[src/sbm_pkg.sv]
// ----------------------------------------------------------------------------
// sbm_pkg
// Shared widths, constants and register codes of the spectrum band mean block.
// ----------------------------------------------------------------------------
package sbm_pkg;

    // default largest fft length
    localparam int MAX_FFT_SIZE_DEF = 1024;

    // port field widths
    localparam int MAG_W      = 32;
    localparam int IDX_W      = 9;
    localparam int LVL_W      = 16;
    localparam int FFTL_W     = 4;
    localparam int BAND_W     = 10;
    localparam int CFG_IDX_W  = 2;
    localparam int CFG_DATA_W = 10;

    // log2 fixed point format and normalized mantissa width
    localparam int LOG_FRAC = 20;
    localparam int MANT_W   = 32;

    // 20*log10(2) in unsigned q.24, product shift back to q8.8
    localparam int                DBK_W    = 27;
    localparam logic [DBK_W-1:0]  DB_K     = 27'd101008905;
    localparam int                DB_SHIFT = 36;

    // fraction bits of the q16.16 magnitude
    localparam int SPEC_OFFSET = 16;

    // register reset values and clamp floor
    localparam logic [FFTL_W-1:0] FFT_LOG2_RST   = 4'd8;
    localparam logic [FFTL_W-1:0] FFT_LOG2_MIN   = 4'd3;
    localparam logic [BAND_W-1:0] BAND_COUNT_RST = 10'd16;

    // saturation limits of the q8.8 level
    localparam logic [LVL_W-1:0] LVL_MAX = {1'b0, {(LVL_W-1){1'b1}}};
    localparam logic [LVL_W-1:0] LVL_MIN = {1'b1, {(LVL_W-1){1'b0}}};

    // configuration register indexes
    typedef enum logic [CFG_IDX_W-1:0] {
        REG_FFT_SIZE_LOG2 = 2'd0,
        REG_BAND_COUNT    = 2'd1
    } t_reg_idx;

endpackage

[src/sbm_div.sv]
// ----------------------------------------------------------------------------
// sbm_div
// Restoring divider, one quotient bit per cycle, used for the band edges.
// ----------------------------------------------------------------------------
module sbm_div #(
    parameter int NUM_W = 19,
    parameter int DEN_W = 10
) (
    input  logic             i_clk,
    input  logic             i_rst_n,
    input  logic             i_start,
    input  logic [NUM_W-1:0] i_num,
    input  logic [DEN_W-1:0] i_den,
    output logic             o_done,
    output logic [NUM_W-1:0] o_quot
);

    localparam int CNT_W = $clog2(NUM_W + 1);

    logic [NUM_W-1:0] r_q;
    logic [DEN_W-1:0] r_rem;
    logic [DEN_W-1:0] r_den;
    logic [CNT_W-1:0] r_cnt;
    logic             r_busy;
    logic             r_done;

    logic [DEN_W:0]   w_trial;
    logic [DEN_W:0]   w_diff;
    logic             w_fit;

    // shift in the next numerator bit and try the subtract
    assign w_trial = {r_rem, r_q[NUM_W-1]};
    assign w_diff  = w_trial - {1'b0, r_den};
    assign w_fit   = (w_trial >= {1'b0, r_den});

    // step counter and done pulse
    always_ff @(posedge i_clk) begin
        if (!i_rst_n) begin
            r_busy <= 1'b0;
            r_done <= 1'b0;
            r_cnt  <= '0;
        end else begin
            r_done <= 1'b0;
            if (i_start) begin
                r_busy <= 1'b1;
                r_cnt  <= CNT_W'(NUM_W);
            end else if (r_busy) begin
                r_cnt <= r_cnt - CNT_W'(1);
                if (r_cnt == CNT_W'(1)) begin
                    r_busy <= 1'b0;
                    r_done <= 1'b1;
                end
            end
        end
    end

    // quotient and partial remainder
    always_ff @(posedge i_clk) begin
        if (i_start) begin
            r_q   <= i_num;
            r_rem <= '0;
            r_den <= i_den;
        end else if (r_busy) begin
            r_q   <= {r_q[NUM_W-2:0], w_fit};
            r_rem <= w_fit ? w_diff[DEN_W-1:0] : w_trial[DEN_W-1:0];
        end
    end

    assign o_done = r_done;
    assign o_quot = r_q;

endmodule

[src/sbm_log2.sv]
// ----------------------------------------------------------------------------
// sbm_log2
// Fixed point log2: stepwise normalize, then one squaring per fraction bit.
// ----------------------------------------------------------------------------
module sbm_log2 #(
    parameter int IN_W = 41
) (
    input  logic                                       i_clk,
    input  logic                                       i_rst_n,
    input  logic                                       i_start,
    input  logic [IN_W-1:0]                            i_x,
    output logic                                       o_done,
    output logic [$clog2(IN_W)+sbm_pkg::LOG_FRAC-1:0]  o_log
);

    import sbm_pkg::*;

    localparam int E_W   = $clog2(IN_W);
    localparam int LOG_W = E_W + LOG_FRAC;
    localparam int CNT_W = $clog2(LOG_FRAC + 1);

    typedef enum logic [2:0] {
        L_IDLE = 3'b001,
        L_NORM = 3'b010,
        L_SQ   = 3'b100
    } t_lstate;

    t_lstate              r_state;
    logic [IN_W-1:0]      r_x;
    logic [E_W-1:0]       r_e;
    logic [E_W-1:0]       r_sh;
    logic [MANT_W-1:0]    r_m;
    logic [LOG_FRAC-1:0]  r_frac;
    logic [CNT_W-1:0]     r_cnt;
    logic                 r_done;
    logic [LOG_W-1:0]     r_log;

    logic                 w_top_zero;
    logic [IN_W-1:0]      w_x_next;
    logic [E_W-1:0]       w_e_next;
    logic [2*MANT_W-1:0]  w_sq;
    logic [MANT_W:0]      w_t;
    logic                 w_bit;
    logic [MANT_W-1:0]    w_m_next;

    // normalize step: shift left by r_sh when the top r_sh bits are clear
    assign w_top_zero = ((r_x & ~({IN_W{1'b1}} >> r_sh)) == '0);
    assign w_x_next   = w_top_zero ? (r_x << r_sh) : r_x;
    assign w_e_next   = w_top_zero ? (r_e - r_sh) : r_e;

    // squaring step: m*m back to [1,4), one fraction bit out
    assign w_sq     = r_m * r_m;
    assign w_t      = w_sq[2*MANT_W-1:MANT_W-1];
    assign w_bit    = w_t[MANT_W];
    assign w_m_next = w_bit ? w_t[MANT_W:1] : w_t[MANT_W-1:0];

    // sequencer
    always_ff @(posedge i_clk) begin
        if (!i_rst_n) begin
            r_state <= L_IDLE;
            r_done  <= 1'b0;
            r_sh    <= '0;
            r_cnt   <= '0;
        end else begin
            r_done <= 1'b0;
            case (r_state)
                L_IDLE: begin
                    if (i_start) begin
                        r_state <= L_NORM;
                        r_sh    <= E_W'(1) << (E_W - 1);
                    end
                end
                L_NORM: begin
                    r_sh <= r_sh >> 1;
                    if (r_sh == E_W'(1)) begin
                        r_state <= L_SQ;
                        r_cnt   <= CNT_W'(LOG_FRAC);
                    end
                end
                L_SQ: begin
                    r_cnt <= r_cnt - CNT_W'(1);
                    if (r_cnt == CNT_W'(1)) begin
                        r_state <= L_IDLE;
                        r_done  <= 1'b1;
                    end
                end
                default: begin
                    r_state <= L_IDLE;
                end
            endcase
        end
    end

    // datapath
    always_ff @(posedge i_clk) begin
        if (r_state == L_IDLE && i_start) begin
            r_x <= i_x;
            r_e <= E_W'(IN_W - 1);
        end else if (r_state == L_NORM) begin
            r_x <= w_x_next;
            r_e <= w_e_next;
            r_m <= w_x_next[IN_W-1 -: MANT_W];
        end else if (r_state == L_SQ) begin
            r_m    <= w_m_next;
            r_frac <= {r_frac[LOG_FRAC-2:0], w_bit};
            if (r_cnt == CNT_W'(1)) begin
                r_log <= {r_e, r_frac[LOG_FRAC-2:0], w_bit};
            end
        end
    end

    assign o_done = r_done;
    assign o_log  = r_log;

endmodule

[src/spectrum_band_mean_db.sv]
// A bin that closes no band is taken with no stall; o_ready stays high.
// A band close holds o_ready low, plus any output stall, through these steps:
// two log2 passes on the shared squaring unit, one scaling multiply, one output
// load and an edge division; a zero band sum skips both log2 passes, and a bin
// closing two bands goes through the report steps twice.
// Reset is synchronous and active low; o_ready rises once the first edge division after it is done.
// ----------------------------------------------------------------------------
// spectrum_band_mean_db
// Averages streamed fft magnitudes over bands and reports each mean in q8.8 dB.
// ----------------------------------------------------------------------------
module spectrum_band_mean_db #(
    parameter int MAX_FFT_SIZE = sbm_pkg::MAX_FFT_SIZE_DEF
) (
    input  logic                                i_clk,
    input  logic                                i_rst_n,
    // magnitude input channel
    input  logic                                i_valid,
    output logic                                o_ready,
    input  logic [sbm_pkg::MAG_W-1:0]           i_magnitude,
    // band result channel
    output logic                                o_valid,
    input  logic                                i_ready,
    output logic [sbm_pkg::IDX_W-1:0]           o_band_index,
    output logic signed [sbm_pkg::LVL_W-1:0]    o_level_db,
    output logic                                o_level_zero,
    output logic                                o_last_band,
    // configuration write port
    input  logic                                i_cfg_we,
    input  logic [sbm_pkg::CFG_IDX_W-1:0]       i_cfg_index,
    input  logic [sbm_pkg::CFG_DATA_W-1:0]      i_cfg_data
);

    import sbm_pkg::*;

    localparam int ML    = $clog2(MAX_FFT_SIZE + 1) - 1;
    localparam int BIN_W = ML;
    localparam int NUM_W = 2 * ML - 1;
    localparam int SUM_W = MAG_W + ML - 1;
    localparam int E_W   = $clog2(SUM_W);
    localparam int LOG_W = E_W + LOG_FRAC;
    localparam int L_W   = LOG_W + 2;
    localparam int K_W   = DBK_W + 1;
    localparam int P_W   = L_W + K_W;
    localparam int R_W   = P_W - DB_SHIFT;
    localparam int BW    = (ML > BAND_W) ? ML : BAND_W;

    localparam logic [FFTL_W-1:0]     LG_MAX = FFTL_W'(ML);
    localparam logic signed [L_W-1:0] L_OFS  = L_W'(SPEC_OFFSET * (2 ** LOG_FRAC));
    localparam logic signed [K_W-1:0] K_S    = {1'b0, DB_K};

    typedef enum logic [5:0] {
        S_IDLE  = 6'b000001,
        S_DIV   = 6'b000010,
        S_LOGS  = 6'b000100,
        S_LOGC  = 6'b001000,
        S_SCALE = 6'b010000,
        S_OUT   = 6'b100000
    } t_state;

    typedef enum logic [1:0] {
        AFT_IDLE    = 2'd0,
        AFT_NEXT    = 2'd1,
        AFT_RESTART = 2'd2
    } t_after;

    // control and frame state
    t_state              r_state, n_state;
    t_after              r_after, n_after;
    logic                r_pend, n_pend;
    logic                r_div_restart, n_div_restart;
    logic                r_div_start, n_div_start;
    logic                r_log_start, n_log_start;
    logic                r_o_valid, n_o_valid;
    logic [FFTL_W-1:0]   r_fft_log2, n_fft_log2;
    logic [BAND_W-1:0]   r_band_count, n_band_count;
    logic [BIN_W-1:0]    r_bin, n_bin;
    logic [BIN_W-1:0]    r_band, n_band;
    logic [SUM_W-1:0]    r_sum, n_sum;
    logic [BIN_W-1:0]    r_low, n_low;
    logic [BIN_W-1:0]    r_high, n_high;

    // band being reported and its arithmetic
    logic [BIN_W-1:0]    r_e_idx;
    logic [SUM_W-1:0]    r_e_sum;
    logic [BIN_W-1:0]    r_e_cnt;
    logic                r_e_zero;
    logic                r_e_last;
    logic [LOG_W-1:0]    r_log_s;
    logic signed [L_W-1:0] r_l;
    logic signed [P_W-1:0] r_prod;

    // output register
    logic [IDX_W-1:0]    r_o_idx;
    logic [LVL_W-1:0]    r_o_level;
    logic                r_o_zero;
    logic                r_o_last;

    logic [FFTL_W-1:0]   w_lg;
    logic [FFTL_W-1:0]   w_half_sh;
    logic [BIN_W-1:0]    w_half;
    logic [BW-1:0]       w_bc;
    logic [BW-1:0]       w_bc1;
    logic [BW-1:0]       w_bands_bw;
    logic [BIN_W-1:0]    w_bands;

    logic                w_acc;
    logic [SUM_W-1:0]    w_add;
    logic [SUM_W-1:0]    w_sum_new;
    logic                w_close;
    logic                w_last;
    logic [BIN_W-1:0]    w_cnt_cur;

    logic [BIN_W-1:0]    w_div_k;
    logic [NUM_W-1:0]    w_div_num;
    logic                w_div_done;
    logic [NUM_W-1:0]    w_quot;
    logic [BIN_W-1:0]    w_edge;
    logic [BIN_W-1:0]    w_cnt_div;

    logic [SUM_W-1:0]    w_log_x;
    logic                w_log_done;
    logic [LOG_W-1:0]    w_log_res;

    logic                w_neg;
    logic [P_W-1:0]      w_mag;
    logic [P_W-1:0]      w_rnd_full;
    logic [R_W-1:0]      w_rnd;
    logic [LVL_W-1:0]    w_level;

    logic                w_em_load;
    logic [BIN_W-1:0]    w_em_idx;
    logic [SUM_W-1:0]    w_em_sum;
    logic [BIN_W-1:0]    w_em_cnt;
    logic                w_em_last;
    logic                w_em_zero;
    logic                w_out_load;
    logic                w_restart;

    // effective fft size and band count after clamping
    always_comb begin
        if (r_fft_log2 < FFT_LOG2_MIN) begin
            w_lg = FFT_LOG2_MIN;
        end else if (r_fft_log2 > LG_MAX) begin
            w_lg = LG_MAX;
        end else begin
            w_lg = r_fft_log2;
        end
    end

    assign w_half_sh  = w_lg - FFTL_W'(1);
    assign w_half     = BIN_W'(1) << w_half_sh;
    assign w_bc       = BW'(r_band_count);
    assign w_bc1      = (w_bc == '0) ? BW'(1) : w_bc;
    assign w_bands_bw = (w_bc1 > BW'(w_half)) ? BW'(w_half) : w_bc1;
    assign w_bands    = BIN_W'(w_bands_bw);

    // per-bin accumulate and band close decisions
    assign w_acc     = i_valid && o_ready;
    assign w_add     = (r_bin != '0) ? SUM_W'(i_magnitude) : '0;
    assign w_sum_new = r_sum + w_add;
    assign w_close   = (({1'b0, r_band} + (BIN_W+1)'(1)) < {1'b0, w_bands})
                       && (r_bin == r_high);
    assign w_last    = (({1'b0, r_bin} + (BIN_W+1)'(1)) >= {1'b0, w_half});
    assign w_cnt_cur = r_high - r_low + BIN_W'(1);

    // next band edge: k * half / bands
    assign w_div_k   = r_div_restart ? BIN_W'(1) : (r_band + BIN_W'(1));
    assign w_div_num = NUM_W'(w_div_k) << w_half_sh;
    assign w_edge    = BIN_W'(w_quot);
    assign w_cnt_div = w_edge - r_low + BIN_W'(1);

    sbm_div #(
        .NUM_W (NUM_W),
        .DEN_W (BIN_W)
    ) u_div (
        .i_clk   (i_clk),
        .i_rst_n (i_rst_n),
        .i_start (r_div_start),
        .i_num   (w_div_num),
        .i_den   (w_bands),
        .o_done  (w_div_done),
        .o_quot  (w_quot)
    );

    // log2 of band sum, then of bin count, on the one unit
    assign w_log_x = (r_state == S_LOGS) ? r_e_sum : SUM_W'(r_e_cnt);

    sbm_log2 #(
        .IN_W (SUM_W)
    ) u_log2 (
        .i_clk   (i_clk),
        .i_rst_n (i_rst_n),
        .i_start (r_log_start),
        .i_x     (w_log_x),
        .o_done  (w_log_done),
        .o_log   (w_log_res)
    );

    // round half away from zero and saturate to q8.8
    assign w_neg      = r_prod[P_W-1];
    assign w_mag      = w_neg ? P_W'(-r_prod) : P_W'(r_prod);
    assign w_rnd_full = w_mag + (P_W'(1) << (DB_SHIFT - 1));
    assign w_rnd      = w_rnd_full[P_W-1:DB_SHIFT];

    always_comb begin
        if (r_e_zero) begin
            w_level = LVL_MIN;
        end else if (!w_neg) begin
            w_level = (w_rnd > R_W'(LVL_MAX)) ? LVL_MAX : w_rnd[LVL_W-1:0];
        end else begin
            w_level = (w_rnd > R_W'(LVL_MIN)) ? LVL_MIN : (-w_rnd[LVL_W-1:0]);
        end
    end

    // sequencer
    always_comb begin
        n_state       = r_state;
        n_after       = r_after;
        n_pend        = r_pend;
        n_div_restart = r_div_restart;
        n_div_start   = 1'b0;
        n_log_start   = 1'b0;
        n_fft_log2    = r_fft_log2;
        n_band_count  = r_band_count;
        n_bin         = r_bin;
        n_band        = r_band;
        n_sum         = r_sum;
        n_low         = r_low;
        n_high        = r_high;
        w_em_load     = 1'b0;
        w_em_idx      = r_band;
        w_em_sum      = w_sum_new;
        w_em_cnt      = w_cnt_cur;
        w_em_last     = 1'b0;
        w_out_load    = 1'b0;
        w_restart     = 1'b0;

        case (r_state)
            S_IDLE: begin
                if (w_acc) begin
                    if (w_close) begin
                        // close this band, the edge bin opens the next one
                        w_em_load = 1'b1;
                        n_band    = r_band + BIN_W'(1);
                        n_low     = r_high;
                        n_sum     = w_add;
                        n_bin     = r_bin + BIN_W'(1);
                        n_pend    = w_last;
                        n_after   = AFT_NEXT;
                    end else if (w_last) begin
                        w_em_load = 1'b1;
                        w_em_last = 1'b1;
                        n_after   = AFT_RESTART;
                    end else begin
                        n_sum = w_sum_new;
                        n_bin = r_bin + BIN_W'(1);
                    end
                end
            end
            S_DIV: begin
                if (w_div_done) begin
                    n_high = w_edge;
                    if (!r_div_restart && r_pend) begin
                        // end of frame right after a band close
                        w_em_load = 1'b1;
                        w_em_sum  = r_sum;
                        w_em_cnt  = w_cnt_div;
                        w_em_last = 1'b1;
                        n_pend    = 1'b0;
                        n_after   = AFT_RESTART;
                    end else begin
                        n_state = S_IDLE;
                    end
                end
            end
            S_LOGS: begin
                if (w_log_done) begin
                    n_state     = S_LOGC;
                    n_log_start = 1'b1;
                end
            end
            S_LOGC: begin
                if (w_log_done) begin
                    n_state = S_SCALE;
                end
            end
            S_SCALE: begin
                n_state = S_OUT;
            end
            S_OUT: begin
                if (!r_o_valid || i_ready) begin
                    w_out_load = 1'b1;
                    case (r_after)
                        AFT_NEXT: begin
                            n_state       = S_DIV;
                            n_div_start   = 1'b1;
                            n_div_restart = 1'b0;
                        end
                        AFT_RESTART: begin
                            w_restart = 1'b1;
                        end
                        default: begin
                            n_state = S_IDLE;
                        end
                    endcase
                end
            end
            default: begin
                n_state = S_IDLE;
            end
        endcase

        // a zero sum skips the logs
        w_em_zero = (w_em_sum == '0);
        if (w_em_load) begin
            if (w_em_zero) begin
                n_state = S_OUT;
            end else begin
                n_state     = S_LOGS;
                n_log_start = 1'b1;
            end
        end

        // register writes drop the frame in progress
        if (i_cfg_we) begin
            case (i_cfg_index)
                REG_FFT_SIZE_LOG2: begin
                    n_fft_log2 = i_cfg_data[FFTL_W-1:0];
                    w_restart  = 1'b1;
                end
                REG_BAND_COUNT: begin
                    n_band_count = i_cfg_data[BAND_W-1:0];
                    w_restart    = 1'b1;
                end
                default: begin
                end
            endcase
        end

        // new frame: clear counters and divide out the first edge
        if (w_restart) begin
            n_bin         = '0;
            n_band        = '0;
            n_sum         = '0;
            n_low         = '0;
            n_pend        = 1'b0;
            n_div_restart = 1'b1;
            n_div_start   = 1'b1;
            n_state       = S_DIV;
        end

        // output register
        if (w_out_load) begin
            n_o_valid = 1'b1;
        end else if (i_ready) begin
            n_o_valid = 1'b0;
        end else begin
            n_o_valid = r_o_valid;
        end
    end

    // control and frame registers
    always_ff @(posedge i_clk) begin
        if (!i_rst_n) begin
            r_state       <= S_DIV;
            r_after       <= AFT_IDLE;
            r_pend        <= 1'b0;
            r_div_restart <= 1'b1;
            r_div_start   <= 1'b1;
            r_log_start   <= 1'b0;
            r_o_valid     <= 1'b0;
            r_fft_log2    <= FFT_LOG2_RST;
            r_band_count  <= BAND_COUNT_RST;
            r_bin         <= '0;
            r_band        <= '0;
            r_sum         <= '0;
            r_low         <= '0;
            r_high        <= '0;
        end else begin
            r_state       <= n_state;
            r_after       <= n_after;
            r_pend        <= n_pend;
            r_div_restart <= n_div_restart;
            r_div_start   <= n_div_start;
            r_log_start   <= n_log_start;
            r_o_valid     <= n_o_valid;
            r_fft_log2    <= n_fft_log2;
            r_band_count  <= n_band_count;
            r_bin         <= n_bin;
            r_band        <= n_band;
            r_sum         <= n_sum;
            r_low         <= n_low;
            r_high        <= n_high;
        end
    end

    // band capture and decibel arithmetic
    always_ff @(posedge i_clk) begin
        if (w_em_load) begin
            r_e_idx  <= w_em_idx;
            r_e_sum  <= w_em_sum;
            r_e_cnt  <= w_em_cnt;
            r_e_zero <= w_em_zero;
            r_e_last <= w_em_last;
        end
        if (r_state == S_LOGS && w_log_done) begin
            r_log_s <= w_log_res;
        end
        if (r_state == S_LOGC && w_log_done) begin
            r_l <= $signed({2'b00, r_log_s}) - $signed({2'b00, w_log_res}) - L_OFS;
        end
        if (r_state == S_SCALE) begin
            r_prod <= r_l * K_S;
        end
    end

    // result transaction payload
    always_ff @(posedge i_clk) begin
        if (w_out_load) begin
            r_o_idx   <= IDX_W'(r_e_idx);
            r_o_level <= w_level;
            r_o_zero  <= r_e_zero;
            r_o_last  <= r_e_last;
        end
    end

    assign o_ready      = (r_state == S_IDLE);
    assign o_valid      = r_o_valid;
    assign o_band_index = r_o_idx;
    assign o_level_db   = r_o_level;
    assign o_level_zero = r_o_zero;
    assign o_last_band  = r_o_last;

`ifndef NO_ASSERTIONS
    // band edges rise strictly while bins are taken
    a_edge_order: assert property (@(posedge i_clk) disable iff (!i_rst_n)
        (r_state == S_IDLE) |-> (r_high > r_low))
        else $error("band high edge not above low edge");

    // the bin counter never runs past the open band
    a_bin_in_band: assert property (@(posedge i_clk) disable iff (!i_rst_n)
        (r_state == S_IDLE) |-> (r_bin <= r_high))
        else $error("bin counter beyond band high edge");

    // the open band is one of the configured bands
    a_band_range: assert property (@(posedge i_clk) disable iff (!i_rst_n)
        (r_state == S_IDLE) |-> (r_band < w_bands))
        else $error("band counter beyond band count");

    // a finished band close always reports a band
    a_close_reports: assert property (@(posedge i_clk) disable iff (!i_rst_n)
        (w_acc && (w_close || w_last) && !i_cfg_we) |=> (r_state != S_IDLE))
        else $error("band close did not start a report");
`endif

endmodule

[config.mk]
export PLATFORM = sky130hd
export DESIGN_NAME = spectrum_band_mean_db
export DESIGN_NICKNAME = d
export VERILOG_FILES = /design/src/sbm_pkg.sv /design/src/sbm_div.sv /design/src/sbm_log2.sv /design/src/spectrum_band_mean_db.sv
export SDC_FILE = /design/constraint.sdc
export NUM_CORES = 2
export LEC_CHECK = 0
export ABC_AREA = 1
export BUFFER_PORTS_ARGS = -buffer_cell sky130_fd_sc_hd__buf_2
export CAP_MARGIN = 20
export CORE_MARGIN = 4
export CORE_UTILIZATION = 35
export DETAILED_ROUTE_END_ITERATION = 8
export SYNTH_ARGS = -nofsm -noshare
export SYNTH_HDL_FRONTEND = slang
export SYNTH_SLANG_ARGS = --single-unit
[constraint.sdc]
create_clock -name i_clk -period 17.75 [get_ports i_clk]
set_input_delay 1.775 -clock i_clk [delete_from_list [all_inputs] [get_ports i_clk]]
set_output_delay 1.775 -clock i_clk [all_outputs]
set_load 0.02 [all_outputs]
* After elaboration in Yosys (flattened, before gate mapping) *
Index checks and enable logic that the tools add are counted.

operators by class
  bitwise gates (word level) = 6
  divide/modulo/power cells = 0
  shifts and indexed selects = 4
  reductions and logical operators = 43
  mux-type cells = 90
  magnitude comparators = 8
  multiply operators = 2
  equality and inequality tests = 32
  add/sub/neg operators = 19

operators with widths
  kind                      count
  $mux W41                  9
  $mux W32                  4
  $mux W10                  9
  $logic_not A41 Y1         2
  $mul A32 B32 Y64          1
  $add A56 B36 Y56 const B  1
  $mul A28 B28 Y56 const B  1
  $mux W56                  1
  $neg A56 Y56              1
  $mux W16                  3
  $mux W6                   8
  $add A41 B32 Y41          1
  $and A41 B41 Y41          1
  $not A41 Y41              1
  $shl A41 B6 Y41           1
  $shr A41 B6 Y41 const A   1
  $add A10 B1 Y10 const B   4
  $mux W19                  2
  $pmux W6 S6               1
  $mux W1                   32
  $sub A10 B10 Y10          3
  $sub A27 B26 Y28 const B  1
  $sub A26 B26 Y27          1
  $pmux W6 S2               2
  55 further kinds          113

word-level totals
  memory bits (read-only) = 0
  word-level logic and storage cells = 247
  bits in writable memories = 0
  latch bits = 0
  input bits = 49
  bits in registers = 492
  output and inout bits = 29
  memories = 0

* Depth between registers and ports, before layout *
  depth in word-level cells = 14
  mapped depth = 40
  gate-level depth less buffers = 37

* Cells and area by module *
Synthesis repeated with hierarchy kept, for this count alone.

unflattened totals
  cell total of the unflattened synthesis = 9845
  area, all modules = 75436.1 µm²

by module, submodules not included
  module                 area an instance (µm²)  cells an instance  sequential area each (µm²)  instances
  sbm_log2               40580.2                 5285               3963.8                      1
  spectrum_band_mean_db  32308.5                 4248               8137.8                      1
  sbm_div                2547.4                  312                1211.2                      1

* Worst setup path after synthesis *
No wires, ideal clock.

  path type = reg2reg
  from = register u_log2.r_m[7]
  to = register u_log2.r_m[19], data pin
  setup slack = 10.344 ns
  buffers on the path = 3
  setup time = 0.259 ns
  stages on the path, launching flop included = 38
  data arrival time = 7.148 ns
  cell sequence = edfxtp_1 -> clkbuf_1 -> clkbuf_1 -> nand2_1 -> fa_1 -> inv_1 -> fa_1 -> inv_1 -> fa_1 -> inv_1 -> fa_1 -> fa_1 -> inv_1 -> fa_1 -> inv_1 -> fa_1 -> fa_1 -> ha_1 -> [... 2 more ...] -> a31oi_1 -> inv_1 -> a21oi_1 -> o21ai_1 -> inv_1 -> nand2_1 -> nand2_1 -> nand2_1 -> a21o_1 -> nand2_1 -> inv_2 -> o21ai_1 -> nand2_2 -> inv_2 -> nor2_4 -> buf_2 -> nand2_1 -> nand3_1

on the way
  cells in the longest elaborated chain, start to end = 4

RTL lines
  what                       line             text
  start, declared            sbm_log2.sv:32   logic [MANT_W-1:0] r_m;
  start signal, assigned     sbm_log2.sv:102  r_m <= w_x_next[IN_W-1 -: MANT_W];
  start signal, assigned     sbm_log2.sv:104  r_m <= w_m_next;
  $mul A32 B32 Y64           sbm_log2.sv:52   assign w_sq = r_m * r_m;
  named net u_log2.w_sq[63]  sbm_log2.sv:41   logic [2*MANT_W-1:0] w_sq;
  $mux W32                   sbm_log2.sv:55   assign w_m_next = w_bit ? w_t[MANT_W:1] : w_t[MANT_W-1:0];
  $mux W32                   sbm_log2.sv:103  end else if (r_state == L_SQ) begin
  $mux W32                   sbm_log2.sv:99   end else if (r_state == L_NORM) begin

The timed path passes the listed nets, and every way through them passes these cells. The select of a mux whose other input is x is not followed.
A chain may end at the register's enable or synchronous reset.

* Worst setup path after layout *
  from = register u_log2.r_m[8]
  to = register u_log2.r_m[26], data pin

on the way
  cells in the longest elaborated chain, start to end = 4

RTL lines
  what              line
  $mul A32 B32 Y64  sbm_log2.sv:52
  $mux W32          sbm_log2.sv:55
  $mux W32          sbm_log2.sv:103
  $mux W32          sbm_log2.sv:99

Every way passes these cells. The select of a mux whose other input is x is not followed.

==> results by group <==
Run status
  • Outcome: finished, final reports clean

Global route
  • Largest net degree at the start of global routing: between 60 and 70
  • Vias in the first global route: slightly below 60,000
  • First-pass GRT wire length: ~330 mm
  • Grt ovf: 0
  • Total GRT Usage: 19.21%
  • Initial antenna violation count: 2

Worst setup path
  • CP bufs+invs: 4
  • Critical path endpoint category: register
  • Max FO, Critical Path: 17
  • Worst Path Arrival: around 9.7 ns
  • CP Data Required Time: 18.20 ns
  • CP top delay family: adder cells
  • Slowest stage cell, crit path: nor4_1
  • R2R Path End: u_log2.r_m[26]
  • Slowest stage delay, CP: about 1.0 ns
  • Critical path class: reg2reg
  • Startpoint type of the worst setup path: register
  • R2R cell count: 26
  • Most frequent CP cell: fa_1
  • Worst R2R Start: u_log2.r_m[8]
  • Setup slack, reg-to-reg: 8.47 ns

Synthesis
  • Number of distinct library cells after synthesis: just under 70
  • Post-synth net total: approximately 11,000
  • Post-synth EDFFs: approximately 350
  • Post-synthesis sequential area ratio: 18.65%
  • Post-synthesis register bit count: roughly 490
  • Ys flop type: edfxtp_1
  • Gate Count Post-Synth: ~8,800
  • Syn avg cell area: between 8 and 9 µm²
  • Cell Area, Synth: ~0.071 mm²
  • Async SR Flop Fraction: 0%
  • Synth warnings: 0

Hold path
  • Min-delay src: r_e_idx[3]
  • Hold path depth: 0
  • HP Class: reg2reg
  • Hold Path End: o_band_index[3]

STA
  • Final period util: between 50% and 60%
  • Achievable Freq: ~0.11 GHz
  • RSZ-0062 raised after global routing: no
  • Setup TNS: 0 ns
  • Layout Skew: around 0.06 ns
  • Rel. slew slack: 14.66%
  • Minimum clock period: 9.276 ns
  • Final setup fails: 0
  • Hold Vio Cnt, Final: 0
  • Max-slew violations: 0
  • Worst-Margin Slew: around 1.3 ns

Floorplanning
  • Core Box Area: 0.2025 mm²
  • Die Area: approximately 0.21 mm²
  • Die width: 459.6 µm
  • Die Y-Extent: 459.6 µm
  • Starting Density: 35.25%
  • I/O pin total: between 70 and 80
  • FP Rows: between 150 and 200

Clocking
  • Clk_lat worst skew: 0.68 ns
  • Setup Buffers After CTS: 0
  • Reg clk slew, reported paths: ~0.070 ns
  • CTS Sinks: around 500
  • Maximum clock path buffer count: 3
  • CTS tree: yes
  • H-tree Lvls: 2
  • CTS root buf: clkbuf_16
  • Cts hold-fix bufs: 0
  • Inserted Clock Buffers: 57
  • Post-cts sizing count: 0

Routing
  • Via Count: about 57,000
  • Antenna Nets Post-Route: 0
  • 1st-iter DRT viols: 4,335
  • Via density: ~4.9
  • Routed wire length per instance: approximately 18 µm
  • Drt pass-1 iters: 8
  • Final wirelength: ~200 mm
  • DRC Markers: 0

Run
  • Number of max-cap violations: 0

Finish
  • Share of layout cells above drive strength 1: approximately 4.5%
  • Final instance area: between 0.07 and 0.08 mm²
  • N_diodes: 0
  • Area growth syn-to-layout: 7.476%
  • Nets: approximately 10,000

Power
  • Leakage: 39.59 nW
  • Peak supply drop: 0.06484 mV
  • Pwr Density: ~37 mW/mm²

Placed design
  • Placed standard-cell area: between 0.07 and 0.08 mm²
  • Final GP Congestion: approximately 0.97
  • I/O Buffers: 77
  • HPWL after detailed placement: around 160 mm
## how the worst max path moves through the flow
| stage | from | to | slack, ns | cells after the start |
|---|---|---|---|---|
| finish | u_log2.r_m[8] | u_log2.r_m[26] | 8.47 | 26 |
| floorplan | u_log2.r_m[7] | u_log2.r_m[19] | 10.34 | 37 |
| CTS | u_log2.r_m[8] | u_log2.r_m[7] | 8.73 | 34 |
| detailed placement | u_log2.r_m[8] | u_log2.r_m[7] | 8.77 | 34 |
| global placement | u_log2.r_m[8] | u_log2.r_m[8] | 8.71 | 34 |
| global route | u_log2.r_m[8] | u_log2.r_m[2] | 8.11 | 34 |
## cells in the final DEF (no fill, tap or decap), drive strengths merged, types with 150 or more instances in the layout
master  instances
edfxtp        346
nor2          549
nand3         291
buf           150
nand2        1784
inv          2214
o21ai         430
ha            703
fa            994
a21oi         376
## worst register-to-register path, stage by stage (launching register included)
cell and delay (ns):
edfxtp_1 0.97, buf_4 0.44, nand2_1 0.15, fa_1 0.56, inv_1 0.05, fa_1 0.47, inv_1 0.05, fa_1 0.50
inv_1 0.06, fa_1 0.55, fa_1 0.44, fa_1 0.46, fa_1 0.52, fa_1 0.42, ha_1 0.34, nand2_1 0.19
nor2_1 0.39, nand2_1 0.24, nor4_1 1.01, nand3_1 0.27, nand4_1 0.28, nand2_1 0.08, o211ai_1 0.13, xnor2_1 0.23
nand2_1 0.11, nand3_1 0.09, nand2_1 0.06
## cells in the mapped netlist, drive strengths merged (27+ instances only)
| library cell | count | area, µm² |
|---|---|---|
| ha | 703 | 8796 |
| nor4 | 29 | 181.4 |
| o21ai | 430 | 2152 |
| xor2 | 140 | 1234 |
| xnor2 | 69 | 604.3 |
| nor3 | 65 | 335.3 |
| dfxtp | 146 | 2923 |
| nor2 | 549 | 2295 |
| edfxtp | 346 | 10390 |
| nand4 | 56 | 369.1 |
| inv | 2206 | 8280 |
| o22ai | 27 | 168.9 |
| nand2 | 1784 | 6834 |
| fa | 994 | 19900 |
| a31oi | 76 | 475.5 |
| a21oi | 376 | 1897 |
| o21a | 27 | 202.7 |
| nand3 | 291 | 1534 |
| clkbuf | 201 | 754.5 |
| buf | 51 | 260.2 |
## state kept, by name, indices dropped and copies added, names as in the netlist, 16 cells and up
name           flops
u_div.o_quot      19
r_e_sum           41
r_sum             41
o_level_db        16
r_log_s           26
u_log2.r_x        41
u_log2.o_log      26
u_log2.r_frac     19
u_log2.r_m        32
r_l               28
r_prod            56
## layout make-up
cell class                      instances  area, µm²
Fill cell                           20718     125800
Multi-Input combinational cell       5838      48780
Sequential cell                       492      13310
Inverter                             2214       8310
Tap cell                             2672       3343
Clock buffer                           64       1474
Timing Repair Buffer                  150      965.9
Clock inverter                         44      528.0
## cell families after synthesis
family / count (synthesis) / synth area share (%)
AND/OR/NAND/NOR: 2827 / 16.68
adder cells (fa/ha/maj): 1697 / 40.20
AO/OA/AOI/OAI: 1079 / 8.464
multiplexers: 26 / 0.3663
buffers and inverters: 2466 / 13.06
XOR/XNOR: 209 / 2.575
flip-flops: 492 / 18.65
## through the flow
stage          cells  power [mW]  setup slack [ns]  utilization, %  hold WS (ns)
3_3_place_gp   11364       1.622             8.713           36.87        0.4046
6_report       11474       2.867             8.474           37.88        0.4218
3_5_place_dp   11364       1.628             8.765           36.87        0.4070
5_1_grt        11474       2.999             8.105           37.88        0.4396
4_1_cts        11472       2.902             8.733           37.86        0.4220
2_1_floorplan   8796       1.533             10.34               -        0.4003
## metal layers
layer,up-vias,track usage (%),wire [µm]
met4,0,4.949,5605
li1,27010,-,-
met5,-,0,0
met1,27654,25.87,88190
met2,1788,32.36,95010
met3,335,2.808,12770
## report_power, final
part | leakage [nW] | internal (mW) | switching (mW)
sequential | 4.37 | 1.25 | 0.0157
clock | 0.946 | 0.725 | 0.536
combinational | 34.3 | 0.112 | 0.228
total | 39.6 | 2.09 | 0.780
Note: power is estimated with default switching activity, not from simulation.
